## src/sv/htb_pkg.sv

```systemverilog
// Shared types, constants and helper functions for the hex text to bytes parser.
package htb_pkg;

    localparam logic [15:0] SAT_LIMIT  = 16'hFFFF;
    localparam int          FIFO_DEPTH = 4;
    localparam int          FIFO_AW    = $clog2(FIFO_DEPTH);
    localparam int          FIFO_CW    = $clog2(FIFO_DEPTH + 1);

    localparam logic [7:0] CH_NUL = 8'h00;
    localparam logic [7:0] CH_SP  = 8'h20;
    localparam logic [7:0] CH_CR  = 8'h0D;
    localparam logic [7:0] CH_LF  = 8'h0A;

    typedef enum logic [1:0] {
        KIND_BYTE  = 2'd0,
        KIND_DONE  = 2'd1,
        KIND_ERROR = 2'd2
    } t_kind;

    typedef enum logic [5:0] {
        PH_START    = 6'b000001,
        PH_HIGH     = 6'b000010,
        PH_LOW      = 6'b000100,
        PH_AFTER_SP = 6'b001000,
        PH_AFTER_CR = 6'b010000,
        PH_DROP     = 6'b100000
    } t_phase;

    typedef struct packed {
        t_kind       kind;
        logic [7:0]  byte_value;
        logic [15:0] number;
        logic        last;
    } t_result;

    // Up to two results per character, in order r0 then r1.
    typedef struct packed {
        logic [1:0] count;
        t_result    r0;
        t_result    r1;
    } t_push;

    function automatic logic [15:0] sat_inc(input logic [15:0] v);
        return (v != SAT_LIMIT) ? v + 16'd1 : v;
    endfunction

    // Bit 4 set: not a hex digit. Lowercase accepted.
    function automatic logic [4:0] hex_digit(input logic [7:0] c);
        logic [4:0] r;
        r = 5'h10;
        if (c inside {[8'd48:8'd57]}) begin
            r = {1'b0, 4'(c - 8'd48)};
        end else if (c inside {[8'd65:8'd70]}) begin
            r = {1'b0, 4'(c - 8'd55)};
        end else if (c inside {[8'd97:8'd102]}) begin
            r = {1'b0, 4'(c - 8'd87)};
        end
        return r;
    endfunction

endpackage

```

## src/sv/hex_text_to_bytes_parser_unit.sv

```systemverilog
// The character is first held in the input register, then its results are written into the
// result queue, from which they show at the output ports.
// Throughput: one character per cycle while the result queue has room for two; a character
// that ends a string after a good pair yields two results, which leave the queue in turn.
// The input register advances only when the result queue has room for two results.
// Reset: synchronous, active low; clears the parser state and empties the queue.
module hex_text_to_bytes_parser_unit (
    input  logic        i_clk,
    input  logic        i_rst_n,
    input  logic        i_in_valid,
    output logic        o_in_ready,
    input  logic [7:0]  i_char_code,
    output logic        o_out_valid,
    input  logic        i_out_ready,
    output logic [1:0]  o_kind,
    output logic [7:0]  o_byte_value,
    output logic [15:0] o_number,
    output logic        o_last
);
    import htb_pkg::*;

    logic       r_in_valid;
    logic [7:0] r_in_char;
    logic       core_fire;
    logic       space2;
    t_push      push;
    t_result    head;

    assign core_fire  = r_in_valid && space2;
    assign o_in_ready = !r_in_valid || core_fire;

    always_ff @(posedge i_clk) begin
        if (!i_rst_n) begin
            r_in_valid <= 1'b0;
        end else if (o_in_ready) begin
            r_in_valid <= i_in_valid;
        end
    end

    always_ff @(posedge i_clk) begin
        if (o_in_ready && i_in_valid) begin
            r_in_char <= i_char_code;
        end
    end

    htb_core u_core (
        .i_clk   (i_clk),
        .i_rst_n (i_rst_n),
        .i_fire  (core_fire),
        .i_char  (r_in_char),
        .o_push  (push)
    );

    htb_out_fifo u_fifo (
        .i_clk    (i_clk),
        .i_rst_n  (i_rst_n),
        .i_push   (push),
        .o_space2 (space2),
        .o_valid  (o_out_valid),
        .i_ready  (i_out_ready),
        .o_data   (head)
    );

    assign o_kind       = head.kind;
    assign o_byte_value = head.byte_value;
    assign o_number     = head.number;
    assign o_last       = head.last;

endmodule

```

## src/sv/htb_core.sv

```systemverilog
// Parser state registers and combinational per-character update logic.
module htb_core (
    input  logic          i_clk,
    input  logic          i_rst_n,
    input  logic          i_fire,
    input  logic [7:0]    i_char,
    output htb_pkg::t_push o_push
);
    import htb_pkg::*;

    t_phase      r_phase, n_phase;
    logic [7:0]  r_high, n_high;
    logic [7:0]  r_low, n_low;
    logic [15:0] r_pos, n_pos;
    logic [15:0] r_pair_pos, n_pair_pos;
    logic [15:0] r_count, n_count;

    logic        go_start;
    logic        do_clear;
    logic [4:0]  hv;
    logic [4:0]  lv;
    logic        sep;
    logic [15:0] cnt_inc;

    always_comb begin
        n_phase    = r_phase;
        n_high     = r_high;
        n_low      = r_low;
        n_pos      = r_pos;
        n_pair_pos = r_pair_pos;
        n_count    = r_count;
        o_push     = '0;
        go_start   = 1'b0;
        do_clear   = 1'b0;
        hv         = hex_digit(r_high);
        lv         = hex_digit(r_low);
        sep        = i_char inside {CH_SP, CH_NUL, CH_CR};
        cnt_inc    = sat_inc(r_count);

        if (i_fire) begin
            case (r_phase)
                PH_AFTER_SP: begin
                    if (i_char == CH_CR) begin
                        n_phase = PH_AFTER_CR;
                        n_pos   = sat_inc(r_pos);
                    end else if (i_char == CH_LF) begin
                        n_phase = PH_START;
                        n_pos   = sat_inc(r_pos);
                    end else begin
                        go_start = 1'b1;
                    end
                end
                PH_AFTER_CR: begin
                    if (i_char == CH_LF) begin
                        n_phase = PH_START;
                        n_pos   = sat_inc(r_pos);
                    end else begin
                        go_start = 1'b1;
                    end
                end
                PH_START: go_start = 1'b1;
                PH_HIGH: begin
                    if (i_char == CH_NUL) begin
                        o_push.count = 2'd1;
                        o_push.r0    = '{kind: KIND_ERROR, byte_value: 8'd0,
                                         number: r_pair_pos, last: 1'b1};
                        do_clear     = 1'b1;
                    end else begin
                        n_low   = i_char;
                        n_phase = PH_LOW;
                        n_pos   = sat_inc(r_pos);
                    end
                end
                PH_LOW: begin
                    if (sep && !hv[4] && !lv[4]) begin
                        n_count   = cnt_inc;
                        o_push.r0 = '{kind: KIND_BYTE, byte_value: {hv[3:0], lv[3:0]},
                                      number: 16'd0, last: 1'b1};
                        if (i_char == CH_NUL) begin
                            // byte, then done with the updated count
                            o_push.count   = 2'd2;
                            o_push.r0.last = 1'b0;
                            o_push.r1      = '{kind: KIND_DONE, byte_value: 8'd0,
                                               number: cnt_inc, last: 1'b1};
                            do_clear       = 1'b1;
                        end else begin
                            o_push.count = 2'd1;
                            n_phase = (i_char == CH_SP) ? PH_AFTER_SP : PH_AFTER_CR;
                            n_pos   = sat_inc(r_pos);
                        end
                    end else begin
                        o_push.count = 2'd1;
                        o_push.r0    = '{kind: KIND_ERROR, byte_value: 8'd0,
                                         number: r_pair_pos, last: 1'b1};
                        if (i_char == CH_NUL) begin
                            do_clear = 1'b1;
                        end else begin
                            n_phase = PH_DROP;
                            n_pos   = sat_inc(r_pos);
                        end
                    end
                end
                PH_DROP: begin
                    if (i_char == CH_NUL) begin
                        do_clear = 1'b1;
                    end else begin
                        n_pos = sat_inc(r_pos);
                    end
                end
                default: go_start = 1'b1;
            endcase

            if (go_start) begin
                if (i_char == CH_NUL) begin
                    o_push.count = 2'd1;
                    o_push.r0    = '{kind: KIND_DONE, byte_value: 8'd0,
                                     number: r_count, last: 1'b1};
                    do_clear     = 1'b1;
                end else begin
                    n_high     = i_char;
                    n_pair_pos = r_pos;
                    n_phase    = PH_HIGH;
                    n_pos      = sat_inc(r_pos);
                end
            end

            if (do_clear) begin
                n_phase    = PH_START;
                n_high     = 8'd0;
                n_low      = 8'd0;
                n_pos      = 16'd0;
                n_pair_pos = 16'd0;
                n_count    = 16'd0;
            end
        end
    end

    always_ff @(posedge i_clk) begin
        if (!i_rst_n) begin
            r_phase    <= PH_START;
            r_high     <= 8'd0;
            r_low      <= 8'd0;
            r_pos      <= 16'd0;
            r_pair_pos <= 16'd0;
            r_count    <= 16'd0;
        end else begin
            r_phase    <= n_phase;
            r_high     <= n_high;
            r_low      <= n_low;
            r_pos      <= n_pos;
            r_pair_pos <= n_pair_pos;
            r_count    <= n_count;
        end
    end

endmodule

```

## src/sv/htb_out_fifo.sv

```systemverilog
// Result queue: takes up to two results per cycle, hands out one per cycle while i_ready is high.
module htb_out_fifo (
    input  logic             i_clk,
    input  logic             i_rst_n,
    input  htb_pkg::t_push   i_push,
    output logic             o_space2,
    output logic             o_valid,
    input  logic             i_ready,
    output htb_pkg::t_result o_data
);
    import htb_pkg::*;

    t_result              r_mem [FIFO_DEPTH];
    logic [FIFO_AW-1:0]   r_wr, n_wr;
    logic [FIFO_AW-1:0]   r_rd, n_rd;
    logic [FIFO_CW-1:0]   r_count, n_count;
    logic                 pop;

    assign o_valid  = (r_count != '0);
    assign o_data   = r_mem[r_rd];
    assign o_space2 = (r_count <= FIFO_CW'(FIFO_DEPTH - 2));
    assign pop      = o_valid && i_ready;

    always_comb begin
        n_wr    = r_wr + FIFO_AW'(i_push.count);
        n_rd    = r_rd + FIFO_AW'(pop);
        n_count = r_count + FIFO_CW'(i_push.count) - FIFO_CW'(pop);
    end

    always_ff @(posedge i_clk) begin
        if (i_push.count != 2'd0) begin
            r_mem[r_wr] <= i_push.r0;
        end
        if (i_push.count == 2'd2) begin
            r_mem[r_wr + FIFO_AW'(1)] <= i_push.r1;
        end
    end

    always_ff @(posedge i_clk) begin
        if (!i_rst_n) begin
            r_wr    <= '0;
            r_rd    <= '0;
            r_count <= '0;
        end else begin
            r_wr    <= n_wr;
            r_rd    <= n_rd;
            r_count <= n_count;
        end
    end

endmodule

```

## config.mk

```make
export PLATFORM = sky130hd
export DESIGN_NAME = hex_text_to_bytes_parser_unit
export DESIGN_NICKNAME = d
export VERILOG_FILES = /design/src/sv/htb_pkg.sv /design/src/sv/hex_text_to_bytes_parser_unit.sv /design/src/sv/htb_core.sv /design/src/sv/htb_out_fifo.sv
export SDC_FILE = /design/constraint.sdc
export NUM_CORES = 1
export LEC_CHECK = 0
export BUFFER_PORTS_ARGS = -buffer_cell sky130_fd_sc_hd__buf_2
export CAP_MARGIN = 20
export CORE_MARGIN = 2
export CORE_UTILIZATION = 45
export CTS_CLUSTER_SIZE = 28
export DETAILED_ROUTE_END_ITERATION = 10
export PLACE_DENSITY = 0.57
export REMOVE_ABC_BUFFERS = 1
export SYNTH_ARGS = -nofsm -noshare
export SYNTH_HDL_FRONTEND = slang
export SYNTH_HIERARCHICAL = 1
export SYNTH_SLANG_ARGS = --single-unit
```

## constraint.sdc

```tcl
create_clock -name i_clk -period 6.2 [get_ports i_clk]
set_clock_uncertainty 0.1 [all_clocks]
set_input_delay 0.62 -clock i_clk [delete_from_list [all_inputs] [get_ports i_clk]]
set_output_delay 0.62 -clock i_clk [all_outputs]
set_load 0.05 [all_outputs]
```

==> impl_metrics.toml, run 1 <==
[outcome]
status = "finished, final reports clean"

[setup_path]
critical_path_required_ns = 6.28
arrival_ns = 4.56
r2r_setup_slack_ns = 1.73
critPathCaptureType = "flip-flop"
startpoint_type = "flip-flop"
startpoint = "u_core/r_low[0]"
path_class = "flip-flop to flip-flop"
r2r_cells = 9
r2r-end = "u_fifo/r_mem[1][2]"
critPathCapture = "u_fifo/r_mem[1][2]"
r2r-start = "u_core/r_low[0]"
critPathMaxFanout = 19

[routing]
drtIter0Drc = 555
vias = 7143
routed_wl_microns = 24800
dr.pass1.iters = 6
antenna_left = 0
wl_per_cell_microns = 19.7
drc = 0
viasPerCell = 5.69

[global_routing]
first_global_vias = 6823
grt_util_all_layers = 0.206
antenna_found_initial = 0
grt_max_degree = 45
overflow = 0
grt_first_pass_wirelength_microns = 39300

[die]
io_pins = 41
core_sq_um = 23400
die_y_microns = 158
row_count = 56
dieArea_sq_um = 25000
start_util = 0.456
die_w_microns = 158

[yosys]
ys_warn_count = 6
synth_edf_count = 116
synthTopCellsByArea = "edfxtp_1 33%, dfxtp_1 15%, mux2_2 9.3%"
synth_common_cells = "116 x edfxtp_1, 95 x nand2_1, 88 x mux2_2"
synth-seq-cells = 194
avgSynthCellArea_sq_um = 11.6
yosysSeqAreaShare = 0.473
yosysTopAreaCell = "edfxtp_1"
ys_types = 87
synthCells = 916
synth_most_common_cell = "edfxtp_1"
ys.flop_type = "edfxtp_1"
synth_top_area_frac = 0.327
synth.cell_area_sq_um = 10700
synthArstFlopShare = 0

[timing]
setup_viol = 0
post-route-min-period_ns = 4.47
fin_crit_sh = 0.722
maxSlewViolCount = 0
slew_headroom = 0.264
fmax_mhz = 224
hold_viol_final = 0
rsz0062_at_grt = "no"
whs_ns = 0.252
tightest_slew_ns = 1.10
fin_tns_setup_ns = 0

[cts]
clock_latency_ns = 0.44
post_cts_buffers = 0
cts_tree = "done"
cts.path.max_buffers = 2
cts_hold_buffers = 0
cts_buffers = 17
cts-resized-gates = 0
cts.htree.levels = 4
numClockSinks = 194
clk_pin_slew_ns = 0.08
cts_root_buf = "clkbuf_16"

[layout]
antenna_cells = 0
drive_gt1_frac = 0.260
fill_cells = 2126
fin_util = 0.497
fin_nets = 948
syn_to_final_growth_pct = 8.95

[pwr]
p_per_area_nw_per_um2 = 249
ir_drop_v = 0.000193
p_leak_nw = 4.25

[placement]
place_congestion = 0.878
numPortBuffers = 40
dp_hpwl_microns = 16200

[min_path]
hold_path.class = "input pin to flip-flop"

[flow_run]
drv_cap = 0
==> registers in the layout, indices dropped and copies added, names as in the netlist <==
name               flops
r_in_char              8
r_in_valid             1
u_core/r_count        16
u_core/r_high          8
u_core/r_low           8
u_core/r_pair_pos     16
u_core/r_phase         6
u_core/r_pos          16
u_fifo/r_count         3
u_fifo/r_mem         108
u_fifo/r_rd            2
u_fifo/r_wr            2
==> per-stage QoR <==
stage                     area [sq um]  setup slack [ns]  std cells  power, mW
after floorplan                  10300              1.44        851       1.72
after global placement           11000              1.93       1223       1.81
after detailed placement         11000              1.75       1223       1.81
after CTS                        11600              1.74       1255       2.93
after global routing             11600              1.45       1256       3.01
final                            11600              1.73       1256       2.90
==> routing by layer <==
layer  track usage  routed length (microns)  vias up
li1              -                        -     3465
met1         0.305                    12200     3480
met2         0.312                    11100      182
met3        0.0419                     1240       16
met4        0.0485                      207        0
met5             0                        0        -
==> worst max-delay path: stages (launching register included) <==
cell and delay [ns]:
dfxtp_1 0.46, ha_1 0.21, o21bai_1 0.06, a2111o_1 0.55, a21oi_1 0.49, nand2_1 0.49
inv_1 0.36, nor4b_4 0.68, buf_4 0.44, mux2_2 0.38
==> worst min path at each step <==
stage                         startpoint                   end  slack [ns]  cells past startpoint
CTS                       i_char_code[4]          r_in_char[4]        0.23                      1
global route              i_char_code[4]          r_in_char[4]        0.23                      1
global placement        u_core/r_high[5]      u_core/r_high[5]        0.35                      2
finish                    i_char_code[2]          r_in_char[2]        0.25                      1
floorplan               u_core/r_high[5]      u_core/r_high[5]        0.33                      2
detailed placement  u_core/r_pair_pos[4]  u_core/r_pair_pos[4]        0.36                      2
==> cell type report <==
| class | count | area [sq um] | share of cell area |
|---|---|---|---|
| Multi-Input combinational cell | 629 | 5160 | 0.444 |
| Sequential cell | 194 | 5050 | 0.434 |
| Clock buffer | 18 | 429 | 0.0369 |
| Tap cell | 319 | 399 | 0.0343 |
| Timing Repair Buffer | 54 | 325 | 0.0280 |
| Clock inverter | 14 | 159 | 0.0137 |
| Inverter | 28 | 105 | 0.00904 |
==> kinds of logic after synthesis <==
| family | count (synthesis) | synth area share |
|---|---|---|
| simple gates | 276 | 0.136 |
| flops | 194 | 0.473 |
| mux | 167 | 0.201 |
| compound gates | 148 | 0.110 |
| buf+inv | 101 | 0.0489 |
| xor+xnor | 17 | 0.0165 |
| fa+ha+maj | 12 | 0.0148 |
| other cells | 1 | 0.000352 |
==> layout by cell type (no fill, tap or decap), types with 8 or more instances in the layout <==
| cell | netlist | final |
|---|---|---|
| ha_1 | 11 | 11 |
| mux2_1 | 20 | 20 |
| nor2_1 | 51 | 50 |
| conb_1 | 1 | 9 |
| mux2i_1 | 32 | 32 |
| inv_1 | 27 | 27 |
| edfxtp_1 | 116 | 116 |
| a22o_1 | 12 | 12 |
| nand3_1 | 28 | 28 |
| a22oi_1 | 10 | 10 |
| and3_1 | 8 | 8 |
| dfxtp_1 | 78 | 77 |
| o211ai_1 | 15 | 15 |
| a21oi_1 | 23 | 19 |
| nor3_1 | 18 | 18 |
| mux2_2 | 88 | 88 |
| buf_4 | 16 | 13 |
| nand4_1 | 10 | 10 |
| xor2_1 | 14 | 14 |
| buf_2 | 21 | 40 |
| nand2_1 | 95 | 95 |
| o21ai_0 | 18 | 18 |
| mux4_2 | 27 | 27 |
| and2_1 | 10 | 10 |
| clkbuf_16 | 0 | 17 |
==> power breakdown <==
part | internal (mW) | total (mW) | leakage [nW] | switching (mW)
logic | 0.140 | 0.365 | 2.20 | 0.225
registers | 1.38 | 1.41 | 1.76 | 0.0339
clock network | 0.577 | 1.12 | 0.288 | 0.543
Power figures use the tool's default switching activity.
==> run 2: changes to the inputs <==
Clock period 6.2 ns to 4.47 ns, I/O delays scaled along.
==> impl_metrics.toml, run 2 (same netlist as run 1, synthesis figures left out) <==
[routing]
viasPerCell = 5.69
dr.pass1.iters = 5
drtIter0Drc = 576
antenna_left = 0
drc = 0
routed_wl_microns = 25100
wl_per_cell_microns = 19.9
vias = 7173

[setup_path]
critical_path_required_ns = 4.57
startpoint_type = "flip-flop"
worstPathCellList = "ha_1 -> o21bai_1 -> a2111o_1 -> a22oi_1 -> buf_4 -> nand2_1 -> a32o_1 -> nor4b_4 -> buf_12 -> mux2_2"
cpMaxStageDelayCell = "nor4b_4"
critPathCaptureType = "flip-flop"
path_class = "flip-flop to flip-flop"
arrival_ns = 3.98
max_stage_delay_ns = 0.58
critPathMaxFanout = 23

[layout]
largest_register_ffs = 108
syn_to_final_growth_pct = 9.28
antenna_cells = 0
instances_no_fill = 1261
drive_gt1_frac = 0.265
fill_cells = 2139
layout_common_cells = "116 x edfxtp_1, 95 x nand2_1, 88 x mux2_2, 76 x dfxtp_1, 50 x nor2_1"
final_common_cell = "edfxtp_1"
fin_nets = 953
regMostFlops = "u_fifo/r_mem"

[timing]
setup_viol = 0
fin_crit_sh = 0.868
rsz0062_at_grt = "no"
maxSlewViolCount = 0
slew_headroom = 0.420
hold_viol_final = 0
fmax_mhz = 258
tightest_slew_ns = 0.862
post-route-min-period_ns = 3.88

[pwr]
p_sw_mw = 1.13
internal_power_mw = 2.86
ir_drop_v = 0.000235
p_leak_nw = 4.27
p_comb_frac = 0.117
p_per_area_nw_per_um2 = 342
total_power_mw = 3.99
seqPwrFrac = 0.501
p_sw_frac = 0.284
p_clk_frac = 0.382

[cts]
cts.htree.levels = 4
post_cts_buffers = 0
clk_pin_slew_ns = 0.08
cts_hold_buffers = 0
cts.path.max_buffers = 2
clock_latency_ns = 0.44
cts_root_buf = "clkbuf_16"
numClockSinks = 194
cts_tree = "done"
cts-resized-gates = 0
cts_buffers = 17

[global_routing]
overflow = 0
grt_max_degree = 34
antenna_found_initial = 0
grt_util_all_layers = 0.210
first_global_vias = 6983
grt_first_pass_wirelength_microns = 40300

[flow_run]
drv_cap = 0

[placement]
dp_cells = 1229
place_congestion = 0.926
dp_hpwl_microns = 16600
numPortBuffers = 40

[die]
start_util = 0.456
io_pins = 41
core_sq_um = 23400
die_w_microns = 158
die_y_microns = 158
row_count = 56
dieArea_sq_um = 25000

[outcome]
status = "finished, final reports clean"

[min_path]
hold_path.class = "input pin to flip-flop"
## run 2: critical path, delay by kind of cell, from the launching register on
kind                     cells  cell delay (ns)
buffers and inverters        2             0.52
AO/OA/AOI/OAI                4             1.32
AND/OR/NAND/NOR              2             0.66
multiplexers                 1             0.36
adder cells (fa/ha/maj)      1             0.21
flip-flops                   1             0.47
## run 2: path summary, 6_finish.rpt
path | from | end | slack (ns) | cells after the start
setup / recovery | u_core/r_low[0] | u_fifo/r_mem[1][26] | 0.59 | 10
hold / removal | i_char_code[1] | r_in_char[1] | 0.08 | 1
setup reg to reg | u_core/r_low[0] | u_fifo/r_mem[1][26] | 0.59 | 10
hold reg to reg | u_core/r_pair_pos[5] | u_core/r_pair_pos[5] | 0.36 | 2
## run 2: final cells by class
| type | count | area [sq um] | area share |
|---|---|---|---|
| tap | 319 | 399 | 0.0342 |
| multi-input combinational | 629 | 5160 | 0.442 |
| timing repair buffer | 59 | 368 | 0.0316 |
| clock inverter | 15 | 154 | 0.0132 |
| clock buffer | 17 | 425 | 0.0365 |
| sequential | 194 | 5050 | 0.433 |
| inverter | 28 | 105 | 0.00902 |
## run 2: routing by layer
metal  track usage  up-vias  routed length (microns)
li1              -     3478                        -
met1         0.320     3508                    12500
met2         0.312      170                    11300
met3        0.0287       17                     1020
met4        0.0583        0                      218
met5             0        -                        0
## run 2: stage by stage
stage	cell area [sq um]	hold slack, ns	utilization	TNS, ns	worst slack (ns)
floorplan	10300	0.335	-	-7.90	-0.292
global placement	11100	0.344	0.473	0	0.660
detailed placement	11100	0.357	0.473	0	0.584
CTS	11700	0.0627	0.498	0	0.583
global route	11700	0.0663	0.498	0	0.359
finish	11700	0.0811	0.498	0	0.588
## run 2: power groups by stage
stage | registers, mW | clock network (mW) | logic (mW)
after floorplan | 2.03 | 0 | 0.356
after global placement | 2.04 | 0 | 0.468
after detailed placement | 2.04 | 0 | 0.470
after CTS | 2.00 | 1.56 | 0.472
after global routing | 2.01 | 1.62 | 0.507
final | 2.00 | 1.52 | 0.468
==> run 3: changes to the inputs <==
--- a/config.mk
+++ b/config.mk
@@ -13,2 +13,3 @@
 export DETAILED_ROUTE_END_ITERATION = 10
+export HOLD_SLACK_MARGIN = 0.1
 export PLACE_DENSITY = 0.57
--- a/constraint.sdc
+++ b/constraint.sdc
@@ -4,2 +4,2 @@
 set_output_delay 0.447 -clock i_clk [all_outputs]
-set_load 0.05 [all_outputs]
+set_load 0.1 [all_outputs]
==> impl_metrics.toml, run 3 (same netlist as run 1, synthesis figures left out) <==
[global_routing]
grt.met3_usage = 0.0298
grt_most_used_layer = "met2"
first_global_vias = 7037
grt_first_pass_wirelength_microns = 40400
grt_util_all_layers = 0.210
use_met1 = 0.319
overflow = 0
antenna_found_initial = 0
grt_max_degree = 30
grtUsageMet2 = 0.320

[placement]
place_congestion = 0.934
dp_hpwl_microns = 16500
dp_slack_ns = 0.724
dpl-instance-area_sq_um = 11100
numPortBuffers = 40

[routing]
viasPerCell = 5.71
vias = 7259
drtIter0Drc = 512
antenna_left = 0
drc = 0
wl_per_cell_microns = 19.8
dr.pass1.iters = 5
routed_wl_microns = 25100

[timing]
maxSlewViolCount = 0
hold_viol_final = 0
setup_viol = 0
setup_slack_ns = 0.687
rsz0062_at_grt = "no"
fin_crit_sh = 0.846
tightest_slew_ns = 0.997
post-route-min-period_ns = 3.78
fmax_mhz = 264
whs_ns = 0.151
slew_headroom = 0.335

[setup_path]
r2r_setup_slack_ns = 0.69
critPathCaptureType = "flip-flop"
critical_path_required_ns = 4.56
arrival_ns = 3.87
critPathMaxFanout = 23
path_class = "flip-flop to flip-flop"
startpoint_type = "flip-flop"

[layout]
regMostFlops = "u_fifo/r_mem"
final_common_cell = "edfxtp_1"
drive_gt1_frac = 0.264
fin_util = 0.502
largest_register_ffs = 108
layout_common_cells = "116 x edfxtp_1, 95 x nand2_1, 88 x mux2_2, 76 x dfxtp_1, 50 x nor2_1"
multi_input_area_sq_um = 5160
final_area_sq_um = 11700
syn_to_final_growth_pct = 10.1
fill_cells = 2124
fin_nets = 963
ff_latch_area_sq_um = 5050
antenna_cells = 0

[cts]
cts.path.max_buffers = 2
cts_root_buf = "clkbuf_16"
cts_buffers = 17
numClockSinks = 194
clk_pin_slew_ns = 0.08
cts_tree = "done"
clock_latency_ns = 0.44
cts.htree.levels = 4

[pwr]
p_clk_frac = 0.362
p_sw_mw = 1.20
p_leak_nw = 4.29
ir_drop_v = 0.000208
p_comb_frac = 0.139
p_per_area_nw_per_um2 = 344
internal_power_mw = 2.85
seqPwrFrac = 0.499
p_sw_frac = 0.296

[outcome]
status = "finished, final reports clean"

[die]
die_w_microns = 158
core_sq_um = 23400
row_count = 56
dieArea_sq_um = 25000
die_y_microns = 158
io_pins = 41
start_util = 0.456

[min_path]
hold_path.class = "input pin to flip-flop"

[flow_run]
drv_cap = 0
## run 3: cell types whose count changed in the layout (fill, tap and decap cells not counted)
cell / before / now
dlygate4sd3_1: 0 / 8
clkinvlp_4: 0 / 4
inv_8: 5 / 1
clkbuf_1: 0 / 2
inv_6: 5 / 3
buf_12: 2 / 3
buf_4: 17 / 18
clkinv_1: 1 / 0
clkinv_4: 2 / 3
## run 3: worst max-delay path: stages, from the launching register on
cell and delay (ns):
dfxtp_1 0.48, ha_1 0.22, o21bai_1 0.06, a2111o_1 0.54, a21oi_1 0.57, nand2_1 0.15, inv_1 0.26, nor4b_4 0.51
buf_12 0.25, mux2_2 0.35
## run 3: path summary, 6_finish.rpt
| check | depth (start not counted) | end | start |
|---|---|---|---|
| min reg2reg | 2 | u_core/r_pair_pos[4] | u_core/r_pair_pos[4] |
| min | 3 | r_in_valid | i_in_valid |
| max | 9 | u_fifo/r_mem[1][4] | u_core/r_low[0] |
| max reg2reg | 9 | u_fifo/r_mem[1][4] | u_core/r_low[0] |
## run 3: final cells by class
type                    count  area share
clock buffers              19      0.0369
clock inverters            13      0.0108
inverters                  28     0.00895
multi-input cells         629       0.439
flip-flops and latches    194       0.430
well taps                 319      0.0340
repair buffers             69      0.0405
## run 3: power by group through the flow
stage	clock network (mW)	logic, mW	registers, mW
after global placement	0	0.558	2.06
after CTS	1.50	0.564	2.02
final	1.46	0.563	2.02
after detailed placement	0	0.557	2.06
after floorplan	0	0.458	2.03
after global routing	1.56	0.597	2.03
## run 3: per-layer routing
layer | vias up | routed length [microns]
met3 | 14 | 1090
met2 | 185 | 11100
met1 | 3558 | 12800
met5 | - | 0
li1 | 3502 | -
met4 | 0 | 170
## run 3: repair_timing
| action | in CTS | in global routing |
|---|---|---|
| endpoints found under the hold margin | 8 | 0 |
| gates resized for setup | 0 | 0 |
| buffers inserted | 0 | 0 |
| hold buffers | 8 | 0 |
## run 3: metrics by stage
stage | TNS (ns) | total power, mW | instances
final | 0 | 4.04 | 1271
after global placement | 0 | 2.62 | 1231
after global routing | 0 | 4.19 | 1271
after detailed placement | 0 | 2.62 | 1231
after floorplan | -7.90 | 2.49 | 851
after CTS | 0 | 4.08 | 1271
